File: src/rtl/core/rbd_pkg.sv
// Shared types, codes and default sizes for the ring buffer deque.
`timescale 1ns / 1ps

package rbd_pkg;

  localparam int DEPTH_DEF      = 16;
  localparam int DATA_WIDTH_DEF = 32;

  localparam int CMD_W    = 3;
  localparam int VALUE_W  = 32;
  localparam int POS_W    = 4;
  localparam int COUNT_W  = 5;
  localparam int STATUS_W = 2;

  typedef enum logic [CMD_W-1:0] {
    CMD_PUSH_FRONT = 3'd0,
    CMD_PUSH_BACK  = 3'd1,
    CMD_POP_FRONT  = 3'd2,
    CMD_POP_BACK   = 3'd3,
    CMD_READ       = 3'd4,
    CMD_CLEAR      = 3'd5
  } cmd_t;

  typedef enum logic [STATUS_W-1:0] {
    ST_OK    = 2'd0,
    ST_FULL  = 2'd1,
    ST_EMPTY = 2'd2,
    ST_RANGE = 2'd3
  } status_t;

endpackage

File: src/rtl/core/ring_buffer_deque.sv
// Ring buffer deque: push/pop at either end, positional read, clear.
// Every command gives its result in the cycle after acceptance (done high).
// Throughput: one command per cycle outside reset; the storage RAM has one write and one read port.
// busy is high only while rst is asserted.
// Reset (rst, synchronous) empties the queue and zeroes both pointers; RAM
// contents are not cleared, and the receiver cannot stall results.
`timescale 1ns / 1ps

module ring_buffer_deque #(
  parameter int DEPTH      = rbd_pkg::DEPTH_DEF,
  parameter int DATA_WIDTH = rbd_pkg::DATA_WIDTH_DEF
) (
  input  logic                         clk,
  input  logic                         rst,
  input  logic                         start,
  input  logic [rbd_pkg::CMD_W-1:0]    cmd,
  input  logic [rbd_pkg::VALUE_W-1:0]  value,
  input  logic [rbd_pkg::POS_W-1:0]    position,
  output logic                         busy,
  output logic                         done,
  output logic [rbd_pkg::VALUE_W-1:0]  read_data,
  output logic [rbd_pkg::COUNT_W-1:0]  count,
  output logic [rbd_pkg::STATUS_W-1:0] status
);

  localparam int PW = $clog2(DEPTH);
  localparam int CW = $clog2(DEPTH + 1);
  localparam int SW = ((PW > rbd_pkg::POS_W) ? PW : rbd_pkg::POS_W) + 1;
  localparam int MW = (CW > rbd_pkg::POS_W) ? CW : rbd_pkg::POS_W;

  localparam logic [PW-1:0] LAST_IDX = PW'(DEPTH - 1);

  logic [PW-1:0] front_ptr, front_ptr_next;
  logic [PW-1:0] back_ptr, back_ptr_next;
  logic [CW-1:0] fill_count, fill_count_next;
  logic [rbd_pkg::STATUS_W-1:0] status_next;
  logic rd_ok, rd_ok_next;

  logic accept;
  logic full, empty, pos_ok;
  logic [PW-1:0] front_dec, front_inc, back_dec, back_inc;
  logic [SW-1:0] pos_sum;
  logic [PW-1:0] rd_addr;

  logic                  we;
  logic [PW-1:0]         waddr;
  logic [DATA_WIDTH-1:0] wdata;
  logic                  re;
  logic [DATA_WIDTH-1:0] rdata;
  logic [rbd_pkg::VALUE_W-1:0] rd_ext;

  assign busy   = rst;
  assign accept = start && !busy;

  assign full  = (fill_count == CW'(DEPTH));
  assign empty = (fill_count == '0);
  assign pos_ok = (MW'(position) < MW'(fill_count));

  assign front_dec = (front_ptr == '0) ? LAST_IDX : front_ptr - 1'b1;
  assign front_inc = (front_ptr == LAST_IDX) ? '0 : front_ptr + 1'b1;
  assign back_dec  = (back_ptr == '0) ? LAST_IDX : back_ptr - 1'b1;
  assign back_inc  = (back_ptr == LAST_IDX) ? '0 : back_ptr + 1'b1;

  // Position is below the fill count when used, so one wrap correction is enough.
  assign pos_sum = SW'(front_ptr) + SW'(position);
  assign rd_addr = (pos_sum >= SW'(DEPTH)) ? PW'(pos_sum - SW'(DEPTH)) : PW'(pos_sum);

  // Keep the low DATA_WIDTH bits of the value; zero-fill above the field.
  for (genvar i = 0; i < DATA_WIDTH; i++) begin : g_wdata
    if (i < rbd_pkg::VALUE_W) begin : g_bit
      assign wdata[i] = value[i];
    end else begin : g_zero
      assign wdata[i] = 1'b0;
    end
  end

  always_comb begin
    front_ptr_next  = front_ptr;
    back_ptr_next   = back_ptr;
    fill_count_next = fill_count;
    status_next     = rbd_pkg::ST_OK;
    rd_ok_next      = 1'b0;
    we              = 1'b0;
    waddr           = back_ptr;
    re              = 1'b0;
    if (accept) begin
      case (cmd)
        rbd_pkg::CMD_PUSH_FRONT: begin
          if (full) begin
            status_next = rbd_pkg::ST_FULL;
          end else begin
            we              = 1'b1;
            waddr           = front_dec;
            front_ptr_next  = front_dec;
            fill_count_next = fill_count + 1'b1;
          end
        end
        rbd_pkg::CMD_PUSH_BACK: begin
          if (full) begin
            status_next = rbd_pkg::ST_FULL;
          end else begin
            we              = 1'b1;
            waddr           = back_ptr;
            back_ptr_next   = back_inc;
            fill_count_next = fill_count + 1'b1;
          end
        end
        rbd_pkg::CMD_POP_FRONT: begin
          if (empty) begin
            status_next = rbd_pkg::ST_EMPTY;
          end else begin
            front_ptr_next  = front_inc;
            fill_count_next = fill_count - 1'b1;
          end
        end
        rbd_pkg::CMD_POP_BACK: begin
          if (empty) begin
            status_next = rbd_pkg::ST_EMPTY;
          end else begin
            back_ptr_next   = back_dec;
            fill_count_next = fill_count - 1'b1;
          end
        end
        rbd_pkg::CMD_READ: begin
          if (pos_ok) begin
            re         = 1'b1;
            rd_ok_next = 1'b1;
          end else begin
            status_next = rbd_pkg::ST_RANGE;
          end
        end
        rbd_pkg::CMD_CLEAR: begin
          front_ptr_next  = back_ptr;
          fill_count_next = '0;
        end
        default: begin
        end
      endcase
    end
  end

  always_ff @(posedge clk) begin
    if (rst) begin
      front_ptr  <= '0;
      back_ptr   <= '0;
      fill_count <= '0;
      done       <= 1'b0;
      rd_ok      <= 1'b0;
      status     <= rbd_pkg::ST_OK;
    end else begin
      front_ptr  <= front_ptr_next;
      back_ptr   <= back_ptr_next;
      fill_count <= fill_count_next;
      done       <= accept;
      rd_ok      <= rd_ok_next;
      status     <= status_next;
    end
  end

  rbd_ram #(
    .WIDTH(DATA_WIDTH),
    .DEPTH(DEPTH)
  ) u_store (
    .clk  (clk),
    .we   (we),
    .waddr(waddr),
    .wdata(wdata),
    .re   (re),
    .raddr(rd_addr),
    .rdata(rdata)
  );

  for (genvar i = 0; i < rbd_pkg::VALUE_W; i++) begin : g_rdata
    if (i < DATA_WIDTH) begin : g_bit
      assign rd_ext[i] = rdata[i];
    end else begin : g_zero
      assign rd_ext[i] = 1'b0;
    end
  end

  // Drop the RAM output unless done reports a successful read.
  assign read_data = rd_ok ? rd_ext : '0;

  // Report the fill count modulo the width of the count field.
  for (genvar i = 0; i < rbd_pkg::COUNT_W; i++) begin : g_count
    if (i < CW) begin : g_bit
      assign count[i] = fill_count[i];
    end else begin : g_zero
      assign count[i] = 1'b0;
    end
  end

endmodule

File: src/rtl/core/rbd_ram.sv
// Generic simple dual-port RAM with registered read.
`timescale 1ns / 1ps

module rbd_ram #(
  parameter int WIDTH = rbd_pkg::DATA_WIDTH_DEF,
  parameter int DEPTH = rbd_pkg::DEPTH_DEF
) (
  input  logic                     clk,
  input  logic                     we,
  input  logic [$clog2(DEPTH)-1:0] waddr,
  input  logic [WIDTH-1:0]         wdata,
  input  logic                     re,
  input  logic [$clog2(DEPTH)-1:0] raddr,
  output logic [WIDTH-1:0]         rdata
);

  logic [WIDTH-1:0] mem [DEPTH];

  always_ff @(posedge clk) begin
    if (we) begin
      mem[waddr] <= wdata;
    end
    if (re) begin
      rdata <= mem[raddr];
    end
  end

endmodule

File: config.mk
export PLATFORM = sky130hd
export DESIGN_NAME = ring_buffer_deque
export DESIGN_NICKNAME = d
export VERILOG_FILES = /design/src/rtl/core/rbd_pkg.sv /design/src/rtl/core/ring_buffer_deque.sv /design/src/rtl/core/rbd_ram.sv
export SDC_FILE = /design/constraint.sdc
export NUM_CORES = 1
export LEC_CHECK = 0
export BUFFER_PORTS_ARGS = -buffer_cell sky130_fd_sc_hd__buf_2
export CAP_MARGIN = 25
export CELL_PAD_IN_SITES_DETAIL_PLACEMENT = 0
export CELL_PAD_IN_SITES_GLOBAL_PLACEMENT = 2
export CORE_MARGIN = 4
export CORE_UTILIZATION = 52
export DETAILED_ROUTE_END_ITERATION = 10
export GPL_TIMING_DRIVEN = 0
export PLACE_DENSITY_LB_ADDON = 0.1
export SETUP_SLACK_MARGIN = 0.05
export SYNTH_ARGS = -nofsm -noshare
export SYNTH_HDL_FRONTEND = slang
export SYNTH_HIERARCHICAL = 1
export SYNTH_SLANG_ARGS = --single-unit
File: constraint.sdc
create_clock -name clk -period 7.9 [get_ports clk]
set_input_delay 0.79 -clock clk [delete_from_list [all_inputs] [get_ports clk]]
set_output_delay 0.79 -clock clk [all_outputs]
set_load 0.02 [all_outputs]
Word-level counts from Yosys, hierarchy flattened

Memories as Yosys holds them, arrays and structs flattened. A register that Yosys moved wholly into a read port is not among the register bits.
Cells that the tools add are included.
Widths: inputs -> output; s select.

Bits in registers: 17
Bits in writable memories: 512
Bits of input ports: 42
Output and inout bits: 41
Word-level logic and storage cells: 77
Memories: 1

Memories:

| memory      | depth | bits a word | read ports | clocked after Yosys merged registers in | write ports | line          | text |
|---|---|---|---|---|---|---|---|
| u_store.mem | 16    | 32          | 1          | 1                                       | 1           | rbd_ram.sv:17 | `logic [WIDTH-1:0] mem [DEPTH];` |

Add/subtract/negate cells: 8
Magnitude comparators: 2
Eq/ne operators: 14
Multiplexer cells: 30
Bitwise gates (word level): 1
Reduce and logical (&&, ||, !) cells: 15

Operators with widths:

| kind                | count |
|---|---|
| $mux 4              | 12 |
| $mux 32             | 1 |
| $pmux 5 s3          | 1 |
| $ne 2x2->1 const B  | 6 |
| $pmux 4 s3          | 1 |
| $reduce_and 4->1    | 3 |
| $sub 4x1->4 const B | 3 |
| $mux 5              | 2 |
| $mux 1              | 9 |
| $add 4x1->4 const B | 2 |
| $eq 4x4->1 const B  | 2 |
| $logic_not 4->1     | 2 |
| $pmux 4 s2          | 1 |
| $eq 3x2->1 const B  | 2 |
| $eq 3x3->1 const B  | 2 |
| $pmux 2 s3          | 1 |
| $reduce_bool 3->1   | 2 |
| $reduce_or 2->1     | 3 |
| $add 4x4->5         | 1 |
| $add 5x1->5 const B | 1 |
| $eq 5x5->1 const B  | 1 |
| $ge 5x5->1 const B  | 1 |
| $logic_not 5->1     | 1 |
| $lt 4x5->1          | 1 |
| 8 further kinds     | 9 |

Longest topological paths before layout

Depth in word-level cells: 6
Mapped depth: 9
Depth with buffers taken out: 8

Modules after synthesis

The synthesis kept the hierarchy.

By module, submodules not included:

| module            | times used | cells each | area an instance (um^2) |
|---|---|---|---|
| rbd_ram           | 1          | 838        | 20155.6 |
| ring_buffer_deque | 1          | 237        | 1780.5 |

Worst setup path after synthesis

OpenSTA, ideal clock, no wires.

Path kind: input-to-reg
Start: input port rst
End: memory u_store/mem[0][0] in the netlist's numbering, enable pin
Setup time: 0.461 ns
Arrival: 4.694 ns
Required time: 7.439 ns
Slack: 2.745 ns
Stages on the path: 7
Path through: nand2b_1 nor2_1 and3_1 clkbuf_1 mux2_1 or3b_2 nor3_1

Elaborated cells between the ends (all ways): 6
Those cells by class: mux: 4; reduce/logical: 2

RTL lines:

| element           | line                    | text |
|---|---|---|
| start, declared   | ring_buffer_deque.sv:14 | `input logic rst,` |
| $logic_not 1->1   | ring_buffer_deque.sv:53 | `assign accept = start && !busy;` |
| $logic_and 1x1->1 | ring_buffer_deque.sv:53 |  |
| $mux 4            | ring_buffer_deque.sv:86 | `if (accept) begin` |
| net waddr[3]      | ring_buffer_deque.sv:46 | `logic [PW-1:0] waddr;` |
| end, declared     | rbd_ram.sv:17           |  |

The timed path passes the listed nets, and every way through them passes these cells.

Worst setup path after layout

Start: register fill_count[0] (netlist: count[0])
End: memory u_store/mem[11][11] in the netlist's numbering, enable pin

Elaborated cells between the ends (all ways): 9
Those cells by class: eq/ne: 1; mux: 8

RTL lines:

| element                | line                     | text |
|---|---|---|
| start, declared        | ring_buffer_deque.sv:35  | `logic [CW-1:0] fill_count, fill_count_next;` |
| start signal, assigned | ring_buffer_deque.sv:153 | `fill_count <= fill_count_next;` |
| $eq 5x5->1             | ring_buffer_deque.sv:55  | `assign full = (fill_count == CW'(DEPTH));` |
| $mux 4                 | ring_buffer_deque.sv:89  | `if (full) begin` |
| $mux 4                 | n/a                      |  |
| $mux 4                 | ring_buffer_deque.sv:86  |  |
| net waddr[0]           | ring_buffer_deque.sv:46  |  |

The timed path passes the listed nets, and every way through them passes these cells.

==> impl_metrics.tcl <==
set metrics [dict create \
    outcome "finished clean" \
    synth_top_family_by_area "multiplexers" \
    dp_hpwl_um 30000 \
    cts_resized 0 \
    hold_slack_ns 0.493 \
    rows 74 \
    drive_above_1_share_pct 27.5 \
    yosysMostFrequentCell "edfxtp_1" \
    intPower_mw 4.93 \
    grt_pass1_wl_um 71300 \
    r2r_start "count[0]" \
    die_w_um 213 \
    root_buffer "clkbuf_16" \
    crit_end "u_store/mem[11][11]" \
    finClkSkew_ns 0.0194 \
    setup_violations 0 \
    die_area_um2 45500 \
    finalCriticalPeriod_ns 3.98 \
    cts_made_buffers 55 \
    area.growth.synth_to_final_pct 15.5 \
    io_buffers 81 \
    crit_arrival_ns 4.26 \
    grt_max_degree 23 \
    synthCells 1075 \
    synth_compound_area_share_pct 4.04 \
    drc 0 \
    synthFlopType "edfxtp_1" \
    wl_per_cell_um 26.0 \
    r2r_end "u_store/mem[11][11]" \
    ir_drop_mv 0.180 \
    startpoint "count[0]" \
    cts_tree "built" \
    netlist_area_um2 21900 \
    p_sw_share_pct 21.6 \
    ant_nets 0 \
    fp.dieH_um 213 \
    rr_worst_depth 8 \
    drt_wl_total_um 47300 \
    hp-class "in -> reg" \
    path_class "reg -> reg" \
    post_cts.repair.setup_buffers 0 \
    worstPathRequired_ns 8.19 \
    power.density_nw_per_um2 248 \
    n_antenna_cell 0 \
    syn_nets 1134 \
    ys_warn_count 6 \
    comb_power_share_pct 8.0 \
    ctsHoldBuffers 0 \
    synth_top_area_share_pct 74.5 \
    final_max_slew_viol_count 0 \
    placed_cell_area_um2 23600 \
    cts_max_level 2 \
    synth_xor_xnor_area_share_pct 0.359 \
    p_clk_share_pct 39.7 \
    p_leak_nw 8.31 \
    synth.top_cells.by_area "edfxtp_1 74%, mux4_2 13%, a22oi_1 2.2%" \
    max_freq_mhz 251 \
    synth-adder-area-share_pct 1.04 \
    yosys.area.top_type "edfxtp_1" \
    place.gp.congestion 0.768 \
    path_max_fanout 22 \
    coreArea_um2 41300 \
    design_area_um2 25300 \
    clock_path_buffers 3 \
    power_frac_seq_pct 52.3 \
    hold_start "rst" \
    clock_latency_ns 0.59 \
    synth_simple_gate_area_share_pct 3.66 \
    yosys.cell_types.count 59 \
    tightest_slew_ns 1.06 \
    drt_iter0_markers 1135 \
    holdPathStages 2 \
    max_slew_margin_pct 29.0 \
    io_pins 83 \
    rsz0062_at_grt "false" \
    nets 1299 \
    maxCapViolCount 0 \
    grt_overflow_total 0 \
    post-route-period-util_pct 50.4 \
    vias 10883 \
    synthMuxAreaShare_pct 13.3 \
    clock_sinks 561 \
    start_util_pct 53.1 \
    ys_seq_area_share_pct 76.0 \
    grt_pass1_vias 11126 \
    vias_per_cell 5.99 \
    start_kind "register" \
    syn-mean-instance-area_um2 20.4 \
    reg2reg_setup_slack_ns 3.92 \
    async_reset_ff_share_pct 0 \
    clk_transition_reported_paths_ns 0.06 \
    grt_usage_pct 21.3 \
    antenna_found_initial 1 \
    synth_edf_count 544 \
    synth_commonest_cells "544 x edfxtp_1, 128 x mux4_2, 64 x a22oi_1" \
    power_switching_mw 1.36 \
    critPathCaptureType "register" \
    drt_first_pass_iters 5 \
    synth-seq-cells 561 \
    total_power_mw 6.29 \
    hold_viol_final 0 \
]
[sequential cells by signal, summed over array words and instances, names as in the netlist]
name,count
u_store/rdata,32
back_ptr,4
u_store/mem,512
rd_ok,1
front_ptr,4
count,5
status,2
done,1
[power by group through the flow]
stage | Combinational, mW | Clock, mW | Sequential, mW
final | 0.504 | 2.50 | 3.29
after floorplan | 0.325 | 0 | 3.35
after global placement | 0.501 | 0 | 3.35
after CTS | 0.512 | 2.56 | 3.29
after detailed placement | 0.510 | 0 | 3.35
after global routing | 0.547 | 2.70 | 3.29
[worst max-delay path, stage by stage, from the launching register on]
cell      delay, ns
dfxtp_1        0.39
nor4_2         0.55
nand2_1        0.16
and3_1         0.22
clkbuf_1       0.17
a31oi_1        0.69
nand2_1        0.42
nor2_4         0.82
buf_16         0.24
[area by class of cell]
class | instances | area [µm²]
flip-flops and latches | 561 | 16700
fillers | 2900 | 16000
multi-input cells | 440 | 5020
clock buffers | 66 | 1460
repair buffers | 108 | 895
well taps | 532 | 666
plain buffers | 58 | 285
clock inverters | 36 | 272
inverters | 16 | 65.1
[stage by stage]
stage | utilization, % | TNS, ns | instances | setup WS (ns)
CTS | 61.4 | 0 | 1817 | 3.88
floorplan | - | 0 | 1075 | 2.75
global placement | 55.7 | -0.673 | 1688 | -0.0267
global route | 61.4 | 0 | 1817 | 3.62
detailed placement | 57.2 | 0 | 1715 | 3.44
finish | 61.4 | 0 | 1817 | 3.92
[placed cells by master, fill, tap and decap left out, types with 15 or more instances in the layout]
| cell type | count |
|---|---|
| buf_2 | 90 |
| clkbuf_16 | 57 |
| dfxtp_1 | 17 |
| a21oi_1 | 24 |
| clkinv_1 | 17 |
| nor2_1 | 17 |
| a22oi_1 | 64 |
| clkbuf_1 | 35 |
| mux4_2 | 128 |
| and2_1 | 33 |
| inv_1 | 15 |
| edfxtp_1 | 544 |
| ha_1 | 15 |
| nand2_1 | 52 |
[routing by layer]
metal / vias up / GRT usage [%] / share of wire [%]
met4: 2 / 5.87 / 2.2
met5: - / 0 / 0.015
li1: 4781 / - / -
met2: 333 / 33.7 / 48
met3: 72 / 3.16 / 6.2
met1: 5695 / 31.8 / 44
[kinds of logic (layout without fill, tap and decap cells)]
logic type,after synthesis,count (layout)
xor gates and xnor gates,9,9
and+or+nand+nor,157,157
adders and majority gates,17,17
AOI/OAI and AO/OA,126,126
buffers and inverters,74,284
DFF,561,561
muxes,131,131
[worst min-delay path by stage]
stage	to	slack [ns]
2_1_floorplan	back_ptr[3]	0.50
3_3_place_gp	count[3]	0.54
3_5_place_dp	back_ptr[3]	0.54
4_1_cts	front_ptr[1]	0.47
5_1_grt	front_ptr[1]	0.49
6_report	front_ptr[1]	0.49
(Power assumes the default switching activity.)
